## src/uvs_pkg.sv

```systemverilog
// uvs_pkg: shared types, constants and tables of the uv sphere vertex generator
// no dependencies
package uvs_pkg;

  localparam int MAX_SEGMENTS = 256;
  localparam int SEG_W        = 9;
  localparam int RAD_W        = 16;
  localparam int POS_W        = 17;
  localparam int TEX_W        = 17;
  localparam int IDX_W        = 17;

  // divider: integer bit plus fractional bits, a few per stage
  localparam int DIV_ST   = 7;
  localparam int DIV_STEP = 4;
  localparam int DIV_QW   = 1 + DIV_ST * DIV_STEP;

  // cordic: q4.30 datapath, two rotations per stage
  localparam int COR_ITER = 16;
  localparam int COR_STEP = 2;
  localparam int COR_ST   = COR_ITER / COR_STEP;
  localparam int COR_XW   = 34;
  localparam int COR_ZW   = 25;
  localparam int TURN_W   = 24;
  localparam logic signed [COR_XW-1:0] COR_GAIN = 34'sd652032874;

  localparam logic signed [COR_ZW-1:0] ARC [COR_ITER] = '{
    25'sd2097152, 25'sd1238021, 25'sd654136, 25'sd332050,
    25'sd166669,  25'sd83416,   25'sd41718,  25'sd20860,
    25'sd10430,   25'sd5215,    25'sd2608,   25'sd1304,
    25'sd652,     25'sd326,     25'sd163,    25'sd81
  };

  // pipeline stage map
  localparam int STG_DIV0 = 1;
  localparam int STG_ANG  = STG_DIV0 + DIV_ST;
  localparam int STG_COR0 = STG_ANG + 1;
  localparam int STG_SCL0 = STG_COR0 + COR_ST;
  localparam int SCL_ST   = 4;
  localparam int NST      = STG_SCL0 + SCL_ST;

  // configuration register indexes
  typedef enum logic [1:0] {
    REG_RADIUS = 2'd0,
    REG_XSEG   = 2'd1,
    REG_YSEG   = 2'd2
  } reg_idx_t;

  // per-transaction data that travels beside the arithmetic
  typedef struct packed {
    logic             quad;
    logic [IDX_W-1:0] idx0;
    logic [IDX_W-1:0] idx1;
    logic [TEX_W-1:0] tex_u;
    logic [TEX_W-1:0] tex_v;
    logic             flip_t;
    logic             flip_p;
  } side_t;

  // segment count limited to 1 .. MAX_SEGMENTS
  function automatic logic [SEG_W-1:0] seg_count(input logic [SEG_W-1:0] r);
    logic [SEG_W-1:0] c;
    c = r;
    if (r == '0) c = SEG_W'(1);
    else if (r > SEG_W'(MAX_SEGMENTS)) c = SEG_W'(MAX_SEGMENTS);
    return c;
  endfunction

endpackage

```

## src/uvs_div.sv

```systemverilog
// uvs_div: pipelined restoring divider, num / den as a binary fraction
// depends on uvs_pkg; num never exceeds den
module uvs_div (
  input  logic                           clk,
  input  logic [uvs_pkg::DIV_ST-1:0]     en,
  input  logic [uvs_pkg::SEG_W-1:0]      num,
  input  logic [uvs_pkg::SEG_W-1:0]      den,
  output logic [uvs_pkg::DIV_QW-1:0]     quo
);

  logic [uvs_pkg::SEG_W-1:0]  rem_r [uvs_pkg::DIV_ST];
  logic [uvs_pkg::DIV_QW-1:0] quo_r [uvs_pkg::DIV_ST];

  for (genvar k = 0; k < uvs_pkg::DIV_ST; k++) begin : g_stage
    logic [uvs_pkg::SEG_W-1:0]  rem_nxt;
    logic [uvs_pkg::DIV_QW-1:0] quo_nxt;

    // integer bit in the first stage, then a few fraction bits per stage
    always_comb begin
      logic [uvs_pkg::SEG_W:0] r2;
      logic                    b;
      if (k == 0) begin
        b       = (num >= den);
        quo_nxt = uvs_pkg::DIV_QW'(b);
        rem_nxt = b ? '0 : num;
      end else begin
        quo_nxt = quo_r[(k == 0) ? 0 : k-1];
        rem_nxt = rem_r[(k == 0) ? 0 : k-1];
      end
      for (int j = 0; j < uvs_pkg::DIV_STEP; j++) begin
        r2 = {rem_nxt, 1'b0};
        b  = (r2 >= {1'b0, den});
        rem_nxt = b ? uvs_pkg::SEG_W'(r2 - {1'b0, den}) : r2[uvs_pkg::SEG_W-1:0];
        quo_nxt = {quo_nxt[uvs_pkg::DIV_QW-2:0], b};
      end
    end

    always_ff @(posedge clk) begin
      if (en[k]) begin
        rem_r[k] <= rem_nxt;
        quo_r[k] <= quo_nxt;
      end
    end
  end

  assign quo = quo_r[uvs_pkg::DIV_ST-1];

endmodule

```

## config.mk

```make
export PLATFORM = sky130hd
export DESIGN_NAME = uvs_div
export DESIGN_NICKNAME = d
export VERILOG_FILES = /design/src/uvs_pkg.sv /design/src/uvs_div.sv
export SDC_FILE = /design/constraint.sdc
export NUM_CORES = 1
export LEC_CHECK = 0
export BUFFER_PORTS_ARGS = -buffer_cell sky130_fd_sc_hd__buf_2
export CAP_MARGIN = 20
export CORE_ASPECT_RATIO = 1.2
export CORE_UTILIZATION = 65
export CTS_CLUSTER_SIZE = 10
export DETAILED_ROUTE_END_ITERATION = 7
export PLACE_DENSITY = 0.92
export SLEW_MARGIN = 20
export SYNTH_ARGS = -nofsm -noshare
export SYNTH_HDL_FRONTEND = slang
export SYNTH_SLANG_ARGS = --single-unit
```

## constraint.sdc

```tcl
create_clock -name clk -period 18.9 [get_ports clk]
set_clock_uncertainty 0.05 [all_clocks]
set_input_delay 1.89 -clock clk [delete_from_list [all_inputs] [get_ports clk]]
set_output_delay 1.89 -clock clk [all_outputs]
set_load 0.03 [all_outputs]
```

# Word-level counts from Yosys, hierarchy flattened
# Memory sizes are Yosys's and may differ from the RTL's.
# Index checks and enable logic that the tools add are counted.
# classes
n_addsub,28
magnitude_cmp,29
muxes,43
# ops
operator,count
>= comparator 10 x 9 -> 1 bit,28
two-way mux 9 bit,29
subtractor 9 bit,28
two-way mux 1 bit,14
>= comparator 9 bit,1
# word_totals
ff_bits,0
mem_bits_rw,266
inputBits,26
output_inout_bits,29
wordCells,102
n_memories,2
# mem_list
name,depth,word_bits,rd,rd_ports_with_merged_regs,wr,line,text
quo_r,7,29,7,0,7,uvs_div.sv:12,logic [uvs_pkg::DIV_QW-1:0] quo_r [uvs_pkg::DIV_ST];
rem_r,7,9,6,0,7,uvs_div.sv:11,logic [uvs_pkg::SEG_W-1:0] rem_r [uvs_pkg::DIV_ST];

# Longest topological paths before layout
# depth
depth_word,10
mapped_depth,51
depth_no_buf,46

# Worst setup path before layout
# No wires, ideal clock.
# synth_path
kind,input to register
startpoint,in den[1] (netlist name)
endpoint,mem rem_r[0][2] (netlist name) (data pin)
setup_ns,0.254
arrival_time_ns,11.533
required_ns,18.596
slack_ns,7.063
path_stages,48
path_buffers,5
path_cell_list,buf_4 > buf_4 > inv_1 > ha_1 > nand2_1 > o21ai_0 > a31oi_1 > or2_2 > buf_2 > inv_1 > nor2_1 > ha_1 > ha_1 > o211a_1 > o211a_1 > a211oi_2 > and3_1 > buf_2 > (+12 left out) > ha_1 > nand2_1 > nor3_1 > a2111oi_2 > a21oi_1 > o32ai_2 > buf_2 > nor2_1 > a21oi_1 > ha_1 > a21oi_1 > o21a_1 > o211ai_1 > a21oi_1 > nand2_1 > or2_2 > a32o_1 > o21a_1
# synth_rtl
item,line,text
from (decl),uvs_div.sv:7,"input logic [uvs_pkg::SEG_W-1:0] den,"
to (decl),uvs_div.sv:11,

==> results_dict.tcl <==
set metrics [dict create \
    dpl_worst_slack_ps 5760 \
    ys_warn_count 0 \
    grt_antenna_before_repair 0 \
    h-tree-depth 4 \
    setup_viol 0 \
    grt_pass1_vias 15004 \
    finalHoldViolations 0 \
    postCtsHoldBufs 0 \
    crit_path_end_kind "register" \
    synth_edf_count 173 \
    cts_sinks 173 \
    yosysSeqAreaShare 0.298 \
    outcome "finished clean" \
    dp_hpwl_um 31200 \
    core_um2 26400 \
    grt_max_degree 54 \
    post_cts_buffers 0 \
    cp_slowest_stage_delay_ps 910 \
    numCtsBuffers 17 \
    crit_required_ps 19030 \
    grt_pass1_wl_um 70100 \
    synth_fa_ha_area_frac 0.180 \
    syn_area_um2 17400 \
    rsz0062_at_grt "false" \
    synth_top_area_share 0.298 \
    clk_latency_ps 460 \
    drive_gt1_frac 0.157 \
    min_period_ps 12930 \
    initialDrtViolationCount 1185 \
    cts_resized 0 \
    wl_um 43600 \
    tightest_slew_ps 1050 \
    crit_path_max_fanout 29 \
    timing.hold.ws_ps 369 \
    synthFlopType "edfxtp_1" \
    yosysMostFrequentCell "ha_1" \
    synth.distinct_cells 80 \
    dr.pass1.iters 5 \
    synthArstFlopShare 0 \
    fp.dieArea_um2 27500 \
    final_antenna_net_count 0 \
    yosysTopAreaCell "edfxtp_1" \
    via_per_inst 6.69 \
    avgRoutedWirePerCell_um 19.9 \
    start_kind "primary input" \
    fin_tns_setup_ps 0 \
    drv_slew 0 \
    synthCells 1774 \
    finalCoreUtilization 0.710 \
    slew_headroom 0.282 \
    synth-xor-area-share 0.0830 \
    grt.overflow.total 0 \
    synth_top_family_by_area "compound AO/OA/AOI/OAI gates" \
    io_buffers 54 \
    io_pins 55 \
    period_share 0.684 \
    drv_cap 0 \
    grt_util_all_layers 0.325 \
    die_x_um 151 \
    setup_slack_ps 5970 \
    gp_congestion 0.950 \
    cts_tree "yes" \
    yosys.area_share.simple 0.137 \
    yosys-top-cells-count "ha_1, edfxtp_1, nor2_1" \
    fmax_mhz 77.3 \
    synth_compound_area_frac 0.202 \
    synth_nets 2046 \
    syn_to_final_growth_pct 7.35 \
    synth_mux_area_frac 0.0784 \
    root_buffer "clkbuf_16" \
    ys_seq_elements 173 \
    n_antenna_cell 0 \
    start_util 0.661 \
    worstSetupPathType "primary input to register" \
    synthTopCellsByArea "edfxtp_1, ha_1, mux2_2, xnor2_1, xor2_1" \
    syn_avg_cell_area_um2 9.82 \
    drc 0 \
    hold_class "register to register" \
    layout.nets 2112 \
    placementRows 65 \
    ctsLongestPathBuffers 2 \
    num_vias 14642 \
    die_y_um 181 \
    arrival_ps 13060 \
    slowest_stage "o32ai_2" \
    clkSlewWorstSetupHoldPaths_ps 70 \
    fill_cells 1841 \
]
==> state kept, by name, indices dropped and copies added, names as in the netlist <==
| signal | flops |
|---|---|
| quo_r | 119 |
| rem_r | 54 |
==> routing by layer <==
layer  wire, µm  vias to the layer above  global-route usage
li1           -                     6880                   -
met1      16800                     6953               0.366
met2      21700                      600               0.565
met3       2750                      209              0.0520
met4       2350                        0               0.200
met5          0                        -                   0
==> metrics by stage <==
stage / cells / cell area (µm²)
floorplan: 1774 / 17400
global placement: 2156 / 18100
detailed placement: 2156 / 18100
finish: 2188 / 18700
CTS: 2188 / 18700
global route: 2188 / 18700
==> critical path: cells and delay by family <==
family                   cells  cell delay, ps
buffers and inverters        7            1170
adder cells (fa/ha/maj)      6            1850
AO/OA/AOI/OAI               20            5890
AND/OR/NAND/NOR             12            2250
==> worst paths after layout <==
| kind | startpoint | endpoint | slack, ps | cells past startpoint |
|---|---|---|---|---|
| setup / recovery | den[8] | rem_r[0][7] | 5970 | 45 |
| hold / removal | quo_r[2][12] | quo_r[3][16] | 370 | 0 |
| setup reg to reg | rem_r[3][2] | rem_r[4][5] | 9250 | 32 |
| hold reg to reg | quo_r[2][12] | quo_r[3][16] | 370 | 0 |
==> layout make-up <==
| type | instances | area (µm²) | share of cell area |
|---|---|---|---|
| multi-input cells | 1508 | 11800 | 0.633 |
| flip-flops and latches | 173 | 5190 | 0.278 |
| clock buffers | 18 | 429 | 0.0229 |
| well taps | 335 | 419 | 0.0224 |
| repair buffers | 71 | 398 | 0.0213 |
| inverters | 69 | 259 | 0.0138 |
| clock inverters | 14 | 156 | 0.00836 |
==> cell families after synthesis <==
group | count (synthesis)
and+or+nand+nor | 464
AOI/OAI and AO/OA | 511
adders and majority gates | 246
buffers and inverters | 93
muxes | 122
DFF | 173
xor gates and xnor gates | 165
==> cells in the final DEF, fill, tap and decap left out, drive strengths merged, types with 16 or more instances in the layout <==
cell type    n
a21o        76
a21oi      140
a31oi       16
and2        17
buf         71
clkbuf      18
edfxtp     173
ha         239
inv         74
mux2       112
nand2      100
nand3       41
nand4       18
nor2       146
nor2b       35
nor3        34
o21a        26
o21ai       90
o21bai      22
o31ai       17
xnor2       83
xor2        82
Power is left out: the tool's default activity adds up to more than one toggle a clock period on the data nets, which glitch-free logic cannot reach.
