[config.mk]
export PLATFORM = sky130hd
export DESIGN_NAME = uvs_cordic
export DESIGN_NICKNAME = d
export VERILOG_FILES = /design/src/uvs_pkg.sv /design/src/uvs_cordic.sv
export SDC_FILE = /design/constraint.sdc
export NUM_CORES = 2
export LEC_CHECK = 0
export ABC_CLOCK_PERIOD_IN_PS = 9500
export BUFFER_PORTS_ARGS = -buffer_cell sky130_fd_sc_hd__clkbuf_2
export CAP_MARGIN = 20
export CELL_PAD_IN_SITES_DETAIL_PLACEMENT = 0
export CELL_PAD_IN_SITES_GLOBAL_PLACEMENT = 2
export CORE_ASPECT_RATIO = 0.75
export CORE_UTILIZATION = 41
export CTS_CLUSTER_DIAMETER = 200
export DETAILED_ROUTE_END_ITERATION = 6
export GPL_TIMING_DRIVEN = 0
export PLACE_DENSITY_LB_ADDON = 0.1
export SETUP_SLACK_MARGIN = 0.5
export SLEW_MARGIN = 20
export SYNTH_ARGS = -nofsm -noshare
export SYNTH_HDL_FRONTEND = slang
export SYNTH_SLANG_ARGS = --single-unit
[constraint.sdc]
create_clock -name clk -period 9.5 [get_ports clk]
set_input_delay 1.9 -clock clk [delete_from_list [all_inputs] [get_ports clk]]
set_output_delay 1.9 -clock clk [all_outputs]
set_load 0.02 [all_outputs]
[src/uvs_pkg.sv]
// uvs_pkg: shared types, constants and tables of the uv sphere vertex generator
// no dependencies
package uvs_pkg;

  localparam int MAX_SEGMENTS = 256;
  localparam int SEG_W        = 9;
  localparam int RAD_W        = 16;
  localparam int POS_W        = 17;
  localparam int TEX_W        = 17;
  localparam int IDX_W        = 17;

  // divider: integer bit plus fractional bits, a few per stage
  localparam int DIV_ST   = 7;
  localparam int DIV_STEP = 4;
  localparam int DIV_QW   = 1 + DIV_ST * DIV_STEP;

  // cordic: q4.30 datapath, two rotations per stage
  localparam int COR_ITER = 16;
  localparam int COR_STEP = 2;
  localparam int COR_ST   = COR_ITER / COR_STEP;
  localparam int COR_XW   = 34;
  localparam int COR_ZW   = 25;
  localparam int TURN_W   = 24;
  localparam logic signed [COR_XW-1:0] COR_GAIN = 34'sd652032874;

  localparam logic signed [COR_ZW-1:0] ARC [COR_ITER] = '{
    25'sd2097152, 25'sd1238021, 25'sd654136, 25'sd332050,
    25'sd166669,  25'sd83416,   25'sd41718,  25'sd20860,
    25'sd10430,   25'sd5215,    25'sd2608,   25'sd1304,
    25'sd652,     25'sd326,     25'sd163,    25'sd81
  };

  // pipeline stage map
  localparam int STG_DIV0 = 1;
  localparam int STG_ANG  = STG_DIV0 + DIV_ST;
  localparam int STG_COR0 = STG_ANG + 1;
  localparam int STG_SCL0 = STG_COR0 + COR_ST;
  localparam int SCL_ST   = 4;
  localparam int NST      = STG_SCL0 + SCL_ST;

  // configuration register indexes
  typedef enum logic [1:0] {
    REG_RADIUS = 2'd0,
    REG_XSEG   = 2'd1,
    REG_YSEG   = 2'd2
  } reg_idx_t;

  // per-transaction data that travels beside the arithmetic
  typedef struct packed {
    logic             quad;
    logic [IDX_W-1:0] idx0;
    logic [IDX_W-1:0] idx1;
    logic [TEX_W-1:0] tex_u;
    logic [TEX_W-1:0] tex_v;
    logic             flip_t;
    logic             flip_p;
  } side_t;

  // segment count limited to 1 .. MAX_SEGMENTS
  function automatic logic [SEG_W-1:0] seg_count(input logic [SEG_W-1:0] r);
    logic [SEG_W-1:0] c;
    c = r;
    if (r == '0) c = SEG_W'(1);
    else if (r > SEG_W'(MAX_SEGMENTS)) c = SEG_W'(MAX_SEGMENTS);
    return c;
  endfunction

endpackage

[src/uvs_cordic.sv]
// uvs_cordic: pipelined rotation cordic giving scaled cos and sin
// depends on uvs_pkg; angle already folded into a quarter turn either side
module uvs_cordic (
  input  logic                                clk,
  input  logic [uvs_pkg::COR_ST-1:0]          en,
  input  logic signed [uvs_pkg::COR_ZW-1:0]   z_in,
  output logic signed [uvs_pkg::COR_XW-1:0]   x_out,
  output logic signed [uvs_pkg::COR_XW-1:0]   y_out
);

  logic signed [uvs_pkg::COR_XW-1:0] x_r [uvs_pkg::COR_ST];
  logic signed [uvs_pkg::COR_XW-1:0] y_r [uvs_pkg::COR_ST];
  logic signed [uvs_pkg::COR_ZW-1:0] z_r [uvs_pkg::COR_ST];

  for (genvar k = 0; k < uvs_pkg::COR_ST; k++) begin : g_stage
    logic signed [uvs_pkg::COR_XW-1:0] x_nxt, y_nxt;
    logic signed [uvs_pkg::COR_ZW-1:0] z_nxt;

    // two micro-rotations per stage
    always_comb begin
      logic signed [uvs_pkg::COR_XW-1:0] nx;
      if (k == 0) begin
        x_nxt = uvs_pkg::COR_GAIN;
        y_nxt = '0;
        z_nxt = z_in;
      end else begin
        x_nxt = x_r[(k == 0) ? 0 : k-1];
        y_nxt = y_r[(k == 0) ? 0 : k-1];
        z_nxt = z_r[(k == 0) ? 0 : k-1];
      end
      for (int j = 0; j < uvs_pkg::COR_STEP; j++) begin
        if (z_nxt >= 0) begin
          nx    = x_nxt - (y_nxt >>> (k * uvs_pkg::COR_STEP + j));
          y_nxt = y_nxt + (x_nxt >>> (k * uvs_pkg::COR_STEP + j));
          z_nxt = z_nxt - uvs_pkg::ARC[k * uvs_pkg::COR_STEP + j];
        end else begin
          nx    = x_nxt + (y_nxt >>> (k * uvs_pkg::COR_STEP + j));
          y_nxt = y_nxt - (x_nxt >>> (k * uvs_pkg::COR_STEP + j));
          z_nxt = z_nxt + uvs_pkg::ARC[k * uvs_pkg::COR_STEP + j];
        end
        x_nxt = nx;
      end
    end

    always_ff @(posedge clk) begin
      if (en[k]) begin
        x_r[k] <= x_nxt;
        y_r[k] <= y_nxt;
        z_r[k] <= z_nxt;
      end
    end
  end

  assign x_out = x_r[uvs_pkg::COR_ST-1];
  assign y_out = y_r[uvs_pkg::COR_ST-1];

endmodule

== Yosys cells after proc, flatten, opt, wreduce, memory -nomap -nowiden ==
Memories as Yosys holds them, arrays and structs flattened.
Cells that the tools add are included.
Operators by class
  $add $sub $neg: 92
  magnitude comparators: 16
  muxes and demuxes: 63
Operators by type and width (count)
  2-to-1 mux 34 bit: 31
  >= comparator 25 x 1 -> 1 bit (second input constant): 16
  2-to-1 mux 25 bit: 16
  adder 34 x 19 -> 34 bit: 2
  adder 34 x 20 -> 34 bit: 2
  adder 34 x 21 -> 34 bit: 2
  adder 34 x 22 -> 34 bit: 2
  adder 34 x 23 -> 34 bit: 2
  adder 34 x 24 -> 34 bit: 2
  adder 34 x 25 -> 34 bit: 2
  adder 34 x 26 -> 34 bit: 2
  adder 34 x 27 -> 34 bit: 2
  adder 34 x 28 -> 34 bit: 2
  adder 34 x 29 -> 34 bit: 2
  adder 34 x 30 -> 34 bit: 2
  adder 34 x 31 -> 34 bit: 2
  adder 34 x 32 -> 34 bit: 2
  subtractor 34 x 19 -> 34 bit: 2
  subtractor 34 x 20 -> 34 bit: 2
  subtractor 34 x 21 -> 34 bit: 2
  subtractor 34 x 22 -> 34 bit: 2
  subtractor 34 x 23 -> 34 bit: 2
  subtractor 34 x 24 -> 34 bit: 2
  subtractor 34 x 25 -> 34 bit: 2
  44 further kinds: 66
Word-level totals
  register bits after elaboration: 0
  bits in writable memories: 744
  input bits: 34
  output and inout bits: 68
  word-level logic and storage cells: 174
  memories: 3
Memory list
  x_r: depth 8, bits a word 34, rd ports 8, clocked after Yosys merged registers in 0, write ports 8, line uvs_cordic.sv:11  | logic signed [uvs_pkg::COR_XW-1:0] x_r [uvs_pkg::COR_ST];
  y_r: depth 8, bits a word 34, rd ports 8, clocked after Yosys merged registers in 0, write ports 8, line uvs_cordic.sv:12  | logic signed [uvs_pkg::COR_XW-1:0] y_r [uvs_pkg::COR_ST];
  z_r: depth 8, bits a word 25, rd ports 7, clocked after Yosys merged registers in 0, write ports 8, line uvs_cordic.sv:13  | logic signed [uvs_pkg::COR_ZW-1:0] z_r [uvs_pkg::COR_ST];

== Logic depth before layout (Yosys ltp) ==
  depth in word-level cells: 4
  depth in mapped cells: 37
  gate-level depth less buffers: 36

== Worst setup path after synthesis ==
Ideal clock, no wire load.
  path type: reg-to-reg
  from: mem z_r[0][24] (netlist bit)
  to: mem x_r[0][66] (netlist bit), data pin
  setup time: 0.262 ns
  arrival time: 8.259 ns
  required time: 9.238 ns
  path slack: 0.979 ns
  cell stages (with the launch flop): 33
  path through: edfxtp_1 -> clkbuf_1 -> buf_1 -> buf_1 -> inv_1 -> ha_1 -> nand2_1 -> o21ai_0 -> o31ai_1 -> a41oi_1 -> a211o_1 -> nor3_1 -> o31ai_1 -> o21a_1 -> o21ai_0 -> nor2b_1 -> clkbuf_1 -> buf_1 -> a21oi_1 -> fa_1 -> a21o_1 -> a21oi_1 -> o21ai_1 -> a2111oi_1 -> o31ai_1 -> a2111o_1 -> a221oi_1 -> nand3_1 -> a2111oi_1 -> nor3_1 -> a2111oi_1 -> a21oi_1 -> xor2_1
RTL lines (line)
  from (decl): uvs_cordic.sv:13
  to (decl): uvs_cordic.sv:11

==> metrics.cfg <==
[die]
die_w_um=548
io_pins=102
rows=149
coreArea_um2=221000
initial_core_util=0.415
die_y_um=411
dieArea_um2=225000

[flow_run]
drv_cap=0

[timing]
final.min_clock_period_ns=8.77
fin_skew_ns=0.0758
setup_violations=0
fmax_ghz=0.114
finalHoldViolCount=0
worst_slew_pin_slew_ns=1.27
finalSetupTns_ns=0
slew_headroom=0.144
slew_violations=0
rsz0062_at_grt=yes
post-route-period-util=0.924

[final_layout]
syn_to_final_growth_pct=9.22
insertedDiodeCount=0
fillers=22100
final_layout_size_suffix_gt1_frac=0.0652
layout_commonest_cell=ha_1
final_area_um2=100000
nets=12500
layout_common_cells=ha_1 (1,235), xnor2_1 (1,081), a21oi_1 (1,021)

[drt]
dr.pass1.iters=6
drt_iter0_drc=6504
drt_wl_total_um=290000
num_vias=81900
vias_per_cell=5.79
ant_nets=0
wl_per_cell_um=20.5
drc=0

[synth]
netlist_area_um2=91700
netlist.area_leader.share=0.216
ys_seq_elements=660
synth_edf_count=660
yosysSeqAreaShare=0.216
synth_area_leaders=edfxtp_1 (22%), ha_1 (17%), xnor2_1 (10%)
synthFlopType=edfxtp_1
yosysWarningCount=0
synthArstFlopShare=0
synth_cell_types=118
synth_top_area_cell=edfxtp_1
avgSynthCellArea_um2=8.42
syn_inst=10900

[grt]
grt_pass1_wl_um=445000
grt_usage=0.248
grt_max_degree=94
grt_pass1_vias=76100
antenna_found_initial=7
overflow=0

[setup_path]
endpoint_kind=flip-flop
worst-setup-path-type=flip-flop to flip-flop
crit_top_cell=a21o_1
critPathArrivalTime_ns=9.28
required_ns=10.01
critPathMaxStageDelay_ns=0.59
start_kind=flip-flop
crit_path_top_delay_cell=or4_1
path_max_fanout=7

[run_status]
status=finished, final reports clean

[placed_design]
gp_congestion=0.909
placed_area_um2=96100
io_buffers=101
dpl.hpwl_um=241000

[clock_tree]
hold_buffers=0
cts_root_buf=clkbuf_16
clk_pin_slew_ns=0.06
cts_max_path_buffers=3
clkSinkCount=660
worstSkewPairLatency_ns=0.72
cts_made_buffers=77
cts_tree=built
htreeDepth=3

[worst_hold_path]
min_path_type=flip-flop to flip-flop

logic make-up (layout without fill, tap and decap cells):
kind of cell,count (synthesis),count (layout),share of synthesized area
fa+ha+maj,1277,1277,0.178
buf+inv,789,1101,0.0353
compound gates,3469,3469,0.245
xor+xnor,1656,1656,0.159
flops,660,660,0.216
simple gates,2983,2983,0.161
mux,54,54,0.00620
other cells,1,2,0.0000409
state kept, by name (all words and copies together), names as in the netlist:
| register | count |
|---|---|
| y_r | 245 |
| x_r | 240 |
| z_r | 175 |
metrics by stage:
stage	util	worst slack, ns	instances	hold slack (ns)
2_1_floorplan	-	0.979	10900	0.400
3_3_place_gp	0.434	-2.51	13900	0.403
3_5_place_dp	0.435	-2.67	13900	0.410
4_1_cts	0.448	0.353	14100	0.419
5_1_grt	0.453	0.312	14100	0.425
6_report	0.453	0.726	14100	0.419
worst paths after layout:
check	start	end	slack, ns	depth (start not counted)
worst max register to register	y_r[0][111]$_DFFE_PP_	y_r[1][33]$_DFFE_PP_	0.73	34
worst min-delay path	z_r[4][2]$_DFFE_PP_	z_r[5][2]$_DFFE_PP_	0.42	0
worst max-delay path	y_r[0][111]$_DFFE_PP_	y_r[1][33]$_DFFE_PP_	0.73	34
worst min register to register	z_r[4][2]$_DFFE_PP_	z_r[5][2]$_DFFE_PP_	0.42	0
synth_stat cells, types with 179 or more instances:
| master | instances |
|---|---|
| ha_1 | 1237 |
| xnor2_1 | 1093 |
| a21oi_1 | 1034 |
| nor2_1 | 842 |
| nand2_1 | 702 |
| edfxtp_1 | 660 |
| o21ai_0 | 644 |
| xor2_1 | 555 |
| inv_1 | 527 |
| a21o_1 | 457 |
| nor3_1 | 229 |
| nand3_1 | 188 |
| nand2b_1 | 179 |
layout make-up:
type	instances	area [um2]	area share
Timing Repair inverter	6	32.5	0.000325
Clock buffer	85	1960	0.0195
Inverter	530	2020	0.0201
Tap cell	2944	3680	0.0368
Sequential cell	660	19800	0.198
Clock inverter	57	598	0.00597
Multi-Input combinational cell	9441	69500	0.694
Timing Repair Buffer	164	1180	0.0118
Buffer	259	1360	0.0135
critical path: cells and delay by family (launching register included):
kind | cells | cell delay, ns
AO/OA/AOI/OAI | 13 | 2.42
XOR/XNOR | 5 | 1.19
adder cells (fa/ha/maj) | 3 | 0.88
buffers and inverters | 2 | 0.30
flip-flops | 1 | 0.44
AND/OR/NAND/NOR | 11 | 3.34
timing repair:
item,in CTS,in global routing
gates resized for setup,77,179
endpoints found under the setup margin,213,85
pin swaps,1,19
setup buffers,13,43
cloned,4,2
metal layers:
layer	wire, um	global-route usage	vias to the layer above	part of all wire
li1	-	-	40700	-
met1	149000	0.379	39200	0.52
met2	121000	0.376	1870	0.42
met3	15800	0.0297	173	0.055
met4	3260	0.0323	0	0.011
met5	0	0	-	0
Power is left out: the tool's default activity adds up to more than one toggle a clock period on the data nets, which glitch-free logic cannot reach.
